$ cat config.mk
export PLATFORM = sky130hd
export DESIGN_NAME = potc_turn_accum_flat
export DESIGN_NICKNAME = d
export VERILOG_FILES = /design/src/hw/rtl/potc_pkg.sv /design/src/hw/rtl/potc_if.sv /design/src/hw/rtl/potc_turn_accum.sv /design/src/flat_wrapper.sv
export SDC_FILE = /design/constraint.sdc
export NUM_CORES = 1
export LEC_CHECK = 0
export BUFFER_PORTS_ARGS = -buffer_cell sky130_fd_sc_hd__buf_2
export CORE_ASPECT_RATIO = 2
export CORE_MARGIN = 5
export CORE_UTILIZATION = 35
export DETAILED_ROUTE_END_ITERATION = 6
export GPL_TIMING_DRIVEN = 0
export PLACE_DENSITY = 0.58
export SETUP_SLACK_MARGIN = 0.3
export SLEW_MARGIN = 20
export SYNTH_ARGS = -nofsm -noshare
export SYNTH_HDL_FRONTEND = slang
export SYNTH_SLANG_ARGS = --single-unit
$ cat constraint.sdc
create_clock -name clk -period 6.5 [get_ports clk]
set_input_delay 1.3 -clock clk [delete_from_list [all_inputs] [get_ports clk]]
set_output_delay 1.3 -clock clk [all_outputs]
set_load 0.1 [all_outputs]
$ cat src/hw/rtl/potc_pkg.sv
// Shared types, widths and helpers for the polygon orientation turn counter.
package potc_pkg;

  localparam int COORD_BITS = 32;
  localparam int DIFF_W     = COORD_BITS + 1;
  localparam int PROD_W     = 2 * DIFF_W;
  localparam int CROSS_W    = PROD_W + 1;
  localparam int BAL_W      = 15;
  localparam int N_TURNS    = 3;

  // Turn slots: closing vertex can need up to three cross products.
  localparam int TURN_A = 0;
  localparam int TURN_B = 1;
  localparam int TURN_C = 2;

  typedef logic signed [COORD_BITS-1:0] coord_t;
  typedef logic signed [DIFF_W-1:0]     diff_t;
  typedef logic signed [PROD_W-1:0]     prod_t;
  typedef logic signed [CROSS_W-1:0]    cross_t;
  typedef logic signed [BAL_W-1:0]      bal_t;

  localparam bal_t BAL_MAX = {1'b0, {(BAL_W-1){1'b1}}};
  localparam bal_t BAL_MIN = {1'b1, {(BAL_W-1){1'b0}}};

  typedef struct packed {
    coord_t x;
    coord_t y;
  } point_t;

  typedef struct packed {
    logic pos;
    logic neg;
  } turn_t;

  typedef struct packed {
    logic               last;
    logic               too_few;
    logic [N_TURNS-1:0] en;
  } tag_t;

  // One saturating step of the turn balance.
  function automatic bal_t sat_step(bal_t bal, turn_t t, logic en);
    bal_t r;
    r = bal;
    if (en && t.pos && (bal != BAL_MAX)) begin
      r = bal + bal_t'(1);
    end else if (en && t.neg && (bal != BAL_MIN)) begin
      r = bal - bal_t'(1);
    end
    return r;
  endfunction

endpackage

$ cat src/hw/rtl/potc_if.sv


interface potc_result_if;
  logic valid;
  logic ready;
  logic positive_turns;
  logic too_few;

  modport source (output valid, positive_turns, too_few, input ready);
  modport sink   (input valid, positive_turns, too_few, output ready);
endinterface

$ cat src/hw/rtl/potc_turn_accum.sv
// Saturating turn balance and the registered orientation result.
module potc_turn_accum (
  input  logic                                        clk,
  input  logic                                        rst,
  input  logic                                        s3_valid,
  input  potc_pkg::tag_t                              tag,
  input  potc_pkg::turn_t [potc_pkg::N_TURNS-1:0]     turns,
  output logic                                        retire,
  potc_result_if.source                               res
);

  potc_pkg::bal_t bal;
  potc_pkg::bal_t bal_next;
  logic           out_free;

  assign out_free = !res.valid || res.ready;
  // A closing vertex waits only for room in the result register.
  assign retire   = s3_valid && (!tag.last || out_free);

  always_comb begin
    bal_next = bal;
    for (int i = 0; i < potc_pkg::N_TURNS; i++) begin
      bal_next = potc_pkg::sat_step(bal_next, turns[i], tag.en[i]);
    end
  end

  always_ff @(posedge clk) begin
    if (rst) begin
      bal       <= '0;
      res.valid <= 1'b0;
    end else begin
      if (res.valid && res.ready) begin
        res.valid <= 1'b0;
      end
      if (retire) begin
        if (tag.last) begin
          bal       <= '0;
          res.valid <= 1'b1;
        end else begin
          bal <= bal_next;
        end
      end
    end
  end

  always_ff @(posedge clk) begin
    if (retire && tag.last) begin
      res.positive_turns <= !tag.too_few && !bal_next[potc_pkg::BAL_W-1] && (|bal_next);
      res.too_few        <= tag.too_few;
    end
  end

endmodule

$ cat src/flat_wrapper.sv
// flat-port wrapper written by rule: the top's interface ports become plain ports
module potc_turn_accum_flat 
  (clk, rst, s3_valid, tag, turns, retire, res_valid, res_positive_turns, res_too_few, res_ready);
  potc_result_if res_i ();
  input  logic clk;
  input  logic rst;
  input  logic s3_valid;
  input  potc_pkg::tag_t tag;
  input  potc_pkg::turn_t [potc_pkg::N_TURNS-1:0] turns;
  output logic retire;
  output wire logic [$bits(res_i.valid)-1:0] res_valid;
  output wire logic [$bits(res_i.positive_turns)-1:0] res_positive_turns;
  output wire logic [$bits(res_i.too_few)-1:0] res_too_few;
  input wire logic [$bits(res_i.ready)-1:0] res_ready;
  assign res_valid = res_i.valid;
  assign res_positive_turns = res_i.positive_turns;
  assign res_too_few = res_i.too_few;
  assign res_i.ready = res_ready;
  potc_turn_accum u_core (.clk(clk), .rst(rst), .s3_valid(s3_valid), .tag(tag), .turns(turns), .retire(retire), .res(res_i));
endmodule
## After elaboration in Yosys (flattened, before gate mapping)

Cells that the tools add are included.

| storage, ports and cells | value |
|---|---|
| register bits | 18 |
| bits in latches | 0 |
| memory bits (writable) | 0 |
| memory bits (read-only) | 0 |
| output and inout port bits | 4 |
| memories kept | 0 |

| operators by class | value |
|---|---|
| $add $sub $neg | 6 |
| multipliers | 0 |
| divide/modulo/power cells | 0 |
| order comparisons | 0 |
| eq/ne operators | 6 |
| shift-type cells | 0 |
| mux-type cells | 10 |
| bitwise logic cells | 0 |
| reductions and logical operators | 24 |

Operators with widths:

| kind | number |
|---|---|
| 15-bit two-way mux | 7 |
| 15-bit != test, second input constant | 6 |
| 15-bit by 2-bit adder with 15-bit output, second input constant | 3 |
| 15-bit by 2-bit subtractor with 15-bit output, second input constant | 3 |
| 1-bit logical AND | 17 |
| 15-bit OR reduction | 1 |
| 1-bit logical NOT | 4 |
| 1-bit two-way mux | 3 |
| 1-bit logical OR | 2 |

## Depth between registers and ports, before layout

Gate-level depths: netlist of the first run.

| depth | value |
|---|---|
| depth after elaboration | 15 |
| depth in mapped cells | 28 |
| gate-level depth less buffers | 25 |

## Worst setup path after synthesis of the first run

No wires, ideal clock.

| timing path | value |
|---|---|
| path kind | input port to flip-flop |
| from | in tag[0] in the netlist's numbering |
| to | reg u_core.res.positive_turns (data pin) |
| setup time | 0.269 ns |
| data arrival time | 6.385 ns |
| data required time | 6.231 ns |
| setup slack | -0.154 ns |
| stages on the path | 20 |
| path buffers | 3 |
| cell sequence | buf_2 > nor4bb_1 > nand2_2 > a2111o_1 > a221oi_4 > o211ai_1 > or4b_1 > buf_2 > o31a_1 > buf_6 > or4_1 > o211a_1 > or3_1 > nor4_4 > or2_2 > mux2i_1 > xnor2_1 > or3_1 > nor4_1 > a31oi_1 |

| on the way | value |
|---|---|
| cells in the longest elaborated chain, start to end | 15 |

RTL lines:

| item | RTL line | RTL |
|---|---|---|
| from (decl) | flat_wrapper.sv:8 | `input potc_pkg::tag_t tag;` |
| 1-bit logical AND (2 in series) | potc_pkg.sv:47 | `end else if (en && t.neg && (bal != BAL_MIN)) begin` |
| 15-bit two-way mux | potc_pkg.sv:47 |  |
| 15-bit two-way mux * | potc_pkg.sv:45 | `if (en && t.pos && (bal != BAL_MAX)) begin` |
| branches (longest 3 deep; another with 15-bit by 2-bit subtractor with 15-bit output) | n/a |  |
| 15-bit two-way mux * | potc_pkg.sv:45 |  |
| branches (longest 3 deep; another with 15-bit by 2-bit subtractor with 15-bit output) | n/a |  |
| 15-bit two-way mux * | potc_pkg.sv:45 |  |
| branches (longest 2 deep; another with 15-bit OR reduction) | n/a |  |
| 1-bit logical AND * | potc_turn_accum.sv:48 | `res.positive_turns <= !tag.too_few && !bal_next[potc_pkg::BAL_W-1] && (\|bal_next);` |
| to (signal assigned) | potc_turn_accum.sv:48 |  |
| to (decl) | potc_if.sv:9 | `modport source (output valid, positive_turns, too_few, input ready);` |

Every way passes the cells marked *.
A chain may end at the register's enable or synchronous reset.

## Final worst setup path of the first run

| timing path | value |
|---|---|
| from | in turns[0] in the netlist's numbering |
| to | reg u_core.res.positive_turns (data pin) |

| on the way | value |
|---|---|
| cells in the longest elaborated chain, start to end | 15 |

RTL lines:

| item | RTL line | RTL |
|---|---|---|
| from (decl) | flat_wrapper.sv:9 | `input potc_pkg::turn_t [potc_pkg::N_TURNS-1:0] turns;` |
| 1-bit logical AND * (2 in series) | potc_pkg.sv:47 |  |
| 15-bit two-way mux * | potc_pkg.sv:47 |  |
| 15-bit two-way mux * | potc_pkg.sv:45 |  |
| branches (longest 3 deep; another with 15-bit by 2-bit subtractor with 15-bit output) | n/a |  |
| 15-bit two-way mux * | potc_pkg.sv:45 |  |
| branches (longest 3 deep; another with 15-bit by 2-bit subtractor with 15-bit output) | n/a |  |
| 15-bit two-way mux * | potc_pkg.sv:45 |  |
| branches (longest 2 deep; another with 15-bit OR reduction) | n/a |  |
| 1-bit logical AND * | potc_turn_accum.sv:48 |  |

Marked as above.

==> results_dict.tcl, run 1 <==
set metrics [dict create \
    core_area_um2 8648 \
    grt_pass1_wl_um 18210 \
    cp-startpoint "turns[0]" \
    place.port_buffers 16 \
    yosysMostFrequentCell "nor2_1" \
    reg2reg_depth 20 \
    drtIter0Drc 298 \
    finalHoldViolCount 0 \
    power-per-cell-area_nw_per_um2 177.9 \
    clock-skew-final_ns 0.001621 \
    antenna_cells 0 \
    leakage_nw 1.591 \
    firstDrtPassIters 5 \
    die-area_um2 10900 \
    final_area_um2 4313 \
    htreeDepth 1 \
    antenna_found_initial 0 \
    pre_cts_slack_ns -1.434 \
    drc 0 \
    drive_above_1_share_pct 34.62 \
    io_pins 19 \
    end_kind "register" \
    clock-sinks 18 \
    r2r_end "u_core.res.positive_turns$_DFFE_PP_" \
    period_needed_ns 6.722 \
    violations "setup timing" \
    whs_ns 0.6155 \
    path_class "in -> reg" \
    chipHeight_um 142.8 \
    place_hpwl_um 8772 \
    ys_types 74 \
    ys_top_cells_by_area "dfxtp_1, nor2_1, nand2_1" \
    fmaxAchievable_mhz 148.8 \
    nFillCells 858 \
    crit_path_max_fanout 6 \
    grt_usage_pct 20.28 \
    tritoncts "built" \
    start_util_pct 35.66 \
    finalSetupViolations 1 \
    status "finished with violations" \
    relSlewSlack_pct 35.72 \
    arrival_ns 6.70 \
    syn_area_um2 3084 \
    grt_pass1_vias 3638 \
    netlist.area_leader.share_pct 10.39 \
    synth_common_cells "nor2_1, nand2_1, nand3_1, nor3_1" \
    synth-main-ff-cell "dfxtp_1" \
    num_rows 48 \
    yosys_warnings 0 \
    holdBufCountCts 0 \
    postSynthCellCount 425 \
    yosysTopAreaCell "dfxtp_1" \
    vias 3781 \
    max_slew.worst_pin.slew_ns 0.9600 \
    synth_edf_count 2 \
    maxCapViolations 0 \
    slew_violations 0 \
    hold_path_class "reg -> reg" \
    critPathCapture "u_core.res.positive_turns$_DFFE_PP_" \
    overflow 0 \
    setup_tns_ns -0.2217 \
    layout_setup_ws_ns -0.2217 \
    required_ns 6.48 \
    synth-seq-cells 18 \
    ys_seq_area_share_pct 12.33 \
    grt_max_degree 11 \
    fin_crit_sh_pct 103.4 \
    numCtsBuffers 3 \
    drt-vias-per-instance 6.365 \
    wl_um 11860 \
    dpl_cell_area_um2 3358 \
    startpoint_type "primary input" \
    postSynthAreaPerCell_um2 7.257 \
    async_reset_ff_share_pct 0 \
    syn_to_final_growth_pct 39.84 \
    final_net_count 518 \
    clkLatencyLatePin_ns 0.25 \
    rrSetupSlack_ns -0.10 \
    die_width_um 76.38 \
    cts_root_buf "clkbuf_16" \
    vdd_drop_max_v 0.00009472 \
    path_clk_slew_ns 0.05 \
    clockBufferDepth 2 \
    layout.cells.non_filler 594 \
    rsz0062_at_grt "yes" \
    dp.cells 541 \
    postRouteAntennaNets 0 \
    syn_nets 448 \
    wl_per_cell_um 19.96 \
    r2r-start "u_core.bal[1]$_SDFFE_PP0P_" \
    place.gp.congestion 0.9323 \
]
## metrics by stage
stage | total power, mW | utilization, %
after global placement | 0.4895 | 38.83
final | 0.7673 | 49.87
after CTS | 0.6996 | 45.47
after floorplan | 0.4009 | -
after detailed placement | 0.4930 | 38.83
after global routing | 0.8068 | 49.87
## logic make-up after synthesis
group / synth area share (%)
simple gates: 40.81
flops: 12.33
buf+inv: 5.233
compound gates: 26.57
xor+xnor: 8.520
mux: 3.286
fa+ha+maj: 3.246
## where the power goes
group	switching, mW	internal, mW
Sequential	0.00971	0.120
Combinational	0.296	0.207
Clock	0.0411	0.0936
Total	0.346	0.421
## placed cells by master, fill, tap and decap left out, drive strengths merged, types with 3 or more instances in the layout
cell,synthesis,routed
buf,15,83
nor2,40,40
nand2,37,37
nand3,19,19
nor3,19,19
nand4,16,16
dfxtp,16,16
xor2,15,15
xnor2,15,15
a22oi,15,15
a21oi,14,14
nor4,13,13
o21ai,12,12
and3,11,11
and2,11,11
or3,11,11
o211ai,9,9
inv,9,9
mux2i,9,9
clkbuf,8,9
and4,8,8
ha,8,8
a211oi,6,6
or4,6,6
a31oi,5,5
or2,5,5
o311ai,5,5
o22a,4,4
a41oi,4,4
o211a,4,4
nor2b,3,3
nand3b,3,3
o31ai,3,3
nor4bb,3,3
nor3b,3,3
## per-layer routing
| metal | track usage [%] | vias to the layer above | routed length (um) |
|---|---|---|---|
| met5 | 0 | - | 0 |
| met2 | 39.47 | 142 | 6530 |
| met4 | 13.09 | 0 | 817 |
| li1 | - | 1800 | - |
| met1 | 20.22 | 1781 | 4179 |
| met3 | 1.326 | 58 | 332 |
## critical path, stage by stage
cell and delay (ns):
buf_8 0.08, nor4bb_4 0.38, nand2_2 0.11, a2111o_1 0.35, a221oi_4 0.33, o211ai_1 0.18, or4b_1 0.51, buf_6 0.14
buf_4 0.13, o31ai_4 0.33, mux2i_1 0.32, xor2_2 0.20, or4_4 0.58, nor4_4 0.39, or2_4 0.23, a41o_1 0.23
xnor2_2 0.10, or3_1 0.37, nor4_2 0.31, a31oi_1 0.13
## sequential cells by signal, indices dropped and copies added (netlist names)
name	count
u_core.res.valid	1
u_core.res.positive_turns	1
u_core.bal	15
u_core.res.too_few	1
## worst min-delay path by stage
stage                                        endpoint                         from  slack [ns]  cells past startpoint
after floorplan           u_core.bal[14]$_SDFFE_PP0P_  u_core.bal[14]$_SDFFE_PP0P_        0.56                      2
after global placement    u_core.res.valid$_SDFF_PP0_  u_core.res.valid$_SDFF_PP0_        0.60                      3
after detailed placement  u_core.res.valid$_SDFF_PP0_  u_core.res.valid$_SDFF_PP0_        0.61                      3
after CTS                 u_core.res.valid$_SDFF_PP0_  u_core.res.valid$_SDFF_PP0_        0.62                      3
after global routing      u_core.res.valid$_SDFF_PP0_  u_core.res.valid$_SDFF_PP0_        0.66                      3
final                     u_core.res.valid$_SDFF_PP0_  u_core.res.valid$_SDFF_PP0_        0.62                      3
## what timing repair did
action | 4_1_cts | 5_1_grt
buffers inserted | 26 | 22
gates cloned | 1 | 0
resized for setup | 60 | 54
pin swaps | 30 | 38
setup endpoints to repair | 16 | 16
## layout make-up
cell class                 count  area [um^2]  share of cell area [%]
multi-input combinational    375         3037                   70.41
timing repair buffer          65        484.2                   11.23
sequential                    18        382.9                   8.877
buffer                        23        161.4                   3.742
tap                          100        125.1                   2.901
clock buffer                   4        88.84                   2.060
inverter                       9        33.78                  0.7833
Note: power is estimated with default switching activity, not from simulation.
==> inputs of run 2 (changes only) <==
Settings changed: CTS_BUF_LIST from default to sky130_fd_sc_hd__clkbuf_8 sky130_fd_sc_hd__clkbuf_16, SKIP_LAST_GASP from default to 1.
==> results_dict.tcl, run 2 (synthesis results as in run 1) <==
set metrics [dict create \
    layout_setup_ws_ns -0.1968 \
    drc 0 \
    rsz0062_at_grt "yes" \
    maxCapViolations 0 \
    layout_commonest_cell "buf_4" \
    r2r_end "u_core.res.positive_turns$_DFFE_PP_" \
    wl_um 11960 \
    r2r-start "u_core.bal[1]$_SDFFE_PP0P_" \
    numCtsBuffers 3 \
    rrSetupSlack_ns -0.10 \
    postRouteAntennaNets 0 \
    largest_reg_flops 15 \
    clkLatencyLatePin_ns 0.25 \
    final_core_util_pct 50.35 \
    clock-sinks 18 \
    top_register "u_core.bal" \
    reg2reg_depth 24 \
    die-area_um2 10900 \
    crit_path_cell_trace "buf_8 -> nor4bb_4 -> nand2_2 -> a2111o_1 -> a221oi_4 -> o211ai_1 -> or4b_1 -> buf_6 -> buf_4 -> o31ai_4 -> mux2i_1 -> xor2_2 -> or4_4 -> nor4_4 -> or2_4 -> a41o_1 -> xnor2_2 -> or3_1 -> nor4_2 -> a31oi_1" \
    max_slew.worst_pin.slew_ns 0.9615 \
    arrival_ns 6.68 \
    syn_to_final_growth_pct 41.18 \
    cpPeakStageDelay_ns 0.57 \
    tritoncts "built" \
    grt_usage_pct 20.28 \
    num_rows 48 \
    leakage_nw 1.612 \
    cp_num_buf_inv 3 \
    seq_area_um2 382.9 \
    power-per-cell-area_nw_per_um2 178.4 \
    wl_per_cell_um 20.00 \
    fin_crit_sh_pct 103.0 \
    drtIter0Drc 340 \
    dpl_cell_area_um2 3358 \
    cp_slowest_cell "or4_4" \
    required_ns 6.48 \
    cts_root_buf "clkbuf_16" \
    whs_ns 0.6162 \
    io_pins 19 \
    grt_max_degree 11 \
    die_width_um 76.38 \
    slew_violations 0 \
    overflow 0 \
    dp.cells 541 \
    crit_path_max_fanout 6 \
    layout.cells.non_filler 598 \
    cp-startpoint "turns[0]" \
    grt_use_met2_pct 39.47 \
    firstDrtPassIters 5 \
    critPathTopFamily "simple AND/OR/NAND/NOR gates" \
    finalSetupViolations 2 \
    clockBufferDepth 2 \
    finalHoldViolCount 0 \
    core_area_um2 8648 \
    grt.busiest_layer "met2" \
    final_area_um2 4354 \
    cp_num_cells 20 \
    met1_usage_pct 20.22 \
    startpoint_type "primary input" \
    place_hpwl_um 8772 \
    vdd_drop_max_v 0.00009560 \
    drive_above_1_share_pct 35.14 \
    relSlewSlack_pct 35.62 \
    path_clk_slew_ns 0.05 \
    grt_pass1_wl_um 18210 \
    holdBufCountCts 0 \
    place.port_buffers 16 \
    end_kind "register" \
    final_cell_mix "buf_4, nor2_1, nand2_1" \
    final_net_count 522 \
    status "finished with violations" \
    setup_tns_ns -0.2005 \
    path_class "in -> reg" \
    grt_pass1_vias 3638 \
    antenna_found_initial 0 \
    vias 3819 \
    critPathCapture "u_core.res.positive_turns$_DFFE_PP_" \
    violations "setup timing" \
    nFillCells 856 \
    htreeDepth 1 \
    chipHeight_um 142.8 \
    hold_path_class "reg -> reg" \
    clock-skew-final_ns 0.002229 \
    start_util_pct 35.66 \
    fmaxAchievable_mhz 149.3 \
    period_needed_ns 6.697 \
    drt-vias-per-instance 6.386 \
    place.gp.congestion 0.9323 \
    multi_input_area_um2 3048 \
    antenna_cells 0 \
    use_met3_pct 1.326 \
]
==> run 2: per-stage QoR <==
step / power [mW] / worst slack, ns
finish: 0.7769 / -0.1968
global route: 0.8155 / -0.3931
CTS: 0.6989 / -0.08299
detailed placement: 0.4930 / -1.434
global placement: 0.4895 / -1.431
floorplan: 0.4009 / 0.2639
==> run 2: where the power goes <==
part	switching (mW)	leakage [nW]	internal, mW	total, mW
clock	0.0415	0.0442	0.0937	0.135
sequential	0.00970	0.150	0.120	0.130
combinational	0.299	1.42	0.213	0.512
==> run 2: worst min-delay path by stage <==
stage / end / cells after the start / from
after global placement: u_core.res.valid$_SDFF_PP0_ / 3 / u_core.res.valid$_SDFF_PP0_
final: u_core.res.valid$_SDFF_PP0_ / 3 / u_core.res.valid$_SDFF_PP0_
after global routing: u_core.res.valid$_SDFF_PP0_ / 3 / u_core.res.valid$_SDFF_PP0_
after detailed placement: u_core.res.valid$_SDFF_PP0_ / 3 / u_core.res.valid$_SDFF_PP0_
after floorplan: u_core.bal[14]$_SDFFE_PP0P_ / 2 / u_core.bal[14]$_SDFFE_PP0P_
after CTS: u_core.res.valid$_SDFF_PP0_ / 3 / u_core.res.valid$_SDFF_PP0_
==> run 2: worst reg2reg max path, stage by stage, from the launching register on <==
cell and delay, ns:
dfxtp_2 0.49, ha_2 0.33, and4_1 0.30, nand4_1 0.23
clkbuf_2 0.27, nand2_2 0.20, nand2_1 0.16, xnor2_2 0.19
buf_4 0.15, inv_1 0.07, ha_1 0.24, inv_1 0.11
a2111oi_4 0.36, nand3_1 0.24, nor2_4 0.31, o31ai_4 0.14
xnor2_4 0.22, or4_4 0.59, nor4_4 0.40, or2_4 0.23
a41o_1 0.23, xnor2_2 0.10, or3_1 0.37, nor4_2 0.30
a31oi_1 0.12
==> run 2: routing by layer <==
metal | part of all wire (%) | up-vias
met2 | 55 | 157
met1 | 35 | 1801
met3 | 3.3 | 58
li1 | - | 1803
met5 | 0 | -
met4 | 6.9 | 0
==> run 2: layout make-up <==
type	count	area share [%]
buffer	23	3.707
clock buffer	4	2.040
inverter	9	0.7759
multi-input combinational	375	70.00
sequential	18	8.793
tap	100	2.874
timing repair buffer	69	11.81
==> run 2: timing repair <==
action                                  4_1_cts  5_1_grt
setup buffers                                26       26
endpoints found under the setup margin       16       16
gates resized for setup                      59       55
pin swaps                                    30       41
cloned                                        1        0
==> inputs of run 3 (changes only) <==
Settings changed: PLACE_DENSITY 0.58 to default.
Clock period 6.5 ns to 7.3 ns, I/O delays scaled along.
==> results_dict.tcl, run 3 (synthesis results as in run 1) <==
set metrics [dict create \
    arrival_ns 6.76 \
    vdd_drop_max_v 0.00009600 \
    fin_crit_sh_pct 92.84 \
    num_rows 48 \
    maxCapViolations 0 \
    path_class "in -> reg" \
    die-area_um2 10900 \
    path_clk_slew_ns 0.05 \
    wl_per_cell_um 19.96 \
    whs_ns 0.6287 \
    rrSetupSlack_ns 0.59 \
    clkLatencyLatePin_ns 0.25 \
    antenna_found_initial 0 \
    power-per-cell-area_nw_per_um2 162.7 \
    io_pins 19 \
    firstDrtPassIters 5 \
    startpoint_type "primary input" \
    final_net_count 496 \
    postRouteAntennaNets 0 \
    grt_pass1_wl_um 17770 \
    finalHoldViolCount 0 \
    grt_max_degree 11 \
    numCtsBuffers 3 \
    top_register "u_core.bal" \
    htreeDepth 1 \
    rsz0062_at_grt "no" \
    place.port_buffers 16 \
    clock-skew-final_ns 0.0005652 \
    drt-vias-per-instance 6.495 \
    fmaxAchievable_mhz 147.6 \
    holdPathStages 3 \
    min_to "u_core.res.valid$_SDFF_PP0_" \
    syn_to_final_growth_pct 25.68 \
    status "finished, final reports clean" \
    place_hpwl_um 8851 \
    nFillCells 938 \
    overflow 0 \
    final_core_util_pct 44.82 \
    core_area_um2 8648 \
    start_util_pct 35.66 \
    multi_input_area_um2 2813 \
    antenna_cells 0 \
    r2r_end "u_core.res.positive_turns$_DFFE_PP_" \
    leakage_nw 1.424 \
    place.gp.congestion 0.9343 \
    tritoncts "built" \
    layout_commonest_cell "nor2_1" \
    grt_pass1_vias 3574 \
    max_slew.worst_pin.slew_ns 0.9528 \
    drive_above_1_share_pct 25.00 \
    relSlewSlack_pct 36.28 \
    hold_path_class "reg -> reg" \
    grt_usage_pct 19.58 \
    vias 3715 \
    r2r-start "u_core.bal[1]$_SDFFE_PP0P_" \
    slew_violations 0 \
    end_kind "register" \
    largest_reg_flops 15 \
    clock-sinks 18 \
    period_needed_ns 6.777 \
    finalSetupViolations 0 \
    die_width_um 76.38 \
    seq_area_um2 382.9 \
    drtIter0Drc 343 \
    wl_um 11420 \
    crit_path_max_fanout 7 \
    reg2reg_depth 23 \
    required_ns 7.28 \
    drc 0 \
    clockBufferDepth 2 \
    hp-start "u_core.res.valid$_SDFF_PP0_" \
    final_cell_mix "nor2_1, nand2_1, buf_4" \
    cts_root_buf "clkbuf_16" \
    layout_setup_ws_ns 0.5228 \
    chipHeight_um 142.8 \
    pre_cts_slack_ns -0.7463 \
]
## run 3: critical path, cell delays in order
cell and delay [ns]:
buf_6 0.10, nor4bb_4 0.35, buf_4 0.17, buf_4 0.09
nand4_1 0.11, a211oi_2 0.29, a31oi_2 0.08, xor2_2 0.22
or4b_1 0.56, buf_6 0.16, buf_4 0.14, o311ai_0 0.53
o211ai_1 0.20, o211a_4 0.20, or3_4 0.38, nor4_4 0.35
buf_4 0.17, o32a_1 0.23, nor2_2 0.07, xnor2_2 0.14
or3_4 0.43, nor4_4 0.22, a31oi_1 0.13
## run 3: stage by stage
step                      setup TNS, ns  std cells  instance area [um^2]  power (mW)
after floorplan                       0        425                  3084      0.3515
after global routing                  0        572                  3876      0.6653
final                                 0        572                  3876      0.6306
after global placement           -8.599        541                  3289      0.4301
after CTS                             0        552                  3561      0.5789
after detailed placement         -4.485        541                  3291      0.4353
## run 3: how the worst max path moves through the flow
stage / start / to / cells after the start
2_1_floorplan: tag[0] / u_core.res.positive_turns$_DFFE_PP_ / 20
3_3_place_gp: tag[0] / u_core.res.positive_turns$_DFFE_PP_ / 25
3_5_place_dp: turns[0] / u_core.res.positive_turns$_DFFE_PP_ / 22
4_1_cts: tag[0] / u_core.res.positive_turns$_DFFE_PP_ / 21
5_1_grt: turns[0] / u_core.res.positive_turns$_DFFE_PP_ / 23
6_report: turns[0] / u_core.res.positive_turns$_DFFE_PP_ / 23
## run 3: routing by layer
| layer | share of wire [%] | vias to the layer above | global-route usage [%] |
|---|---|---|---|
| met4 | 7.6 | 0 | 15.21 |
| met1 | 35 | 1761 | 19.25 |
| li1 | - | 1756 | - |
| met3 | 3.4 | 49 | 0.8838 |
| met5 | 0 | - | 0 |
| met2 | 54 | 149 | 37.43 |
## run 3: area by class of cell
cell class / count / area share, %
Inverter: 9 / 0.8715
Tap cell: 100 / 3.228
Clock buffer: 4 / 2.292
Multi-Input combinational cell: 375 / 72.56
Sequential cell: 18 / 9.877
Buffer: 23 / 3.777
Timing Repair Buffer: 43 / 7.392
## run 3: power breakdown
group	internal [mW]	total (mW)	switching (mW)
sequential	0.107	0.116	0.00878
clock	0.0833	0.120	0.0362
combinational	0.154	0.395	0.242
## run 3: what timing repair did
item	CTS	global route
hold endpoints to repair	0	0
resized for setup	24	45
setup endpoints to repair	14	8
gates cloned	0	1
pin swaps	9	22
setup buffers	7	19
hold buffers	0	0
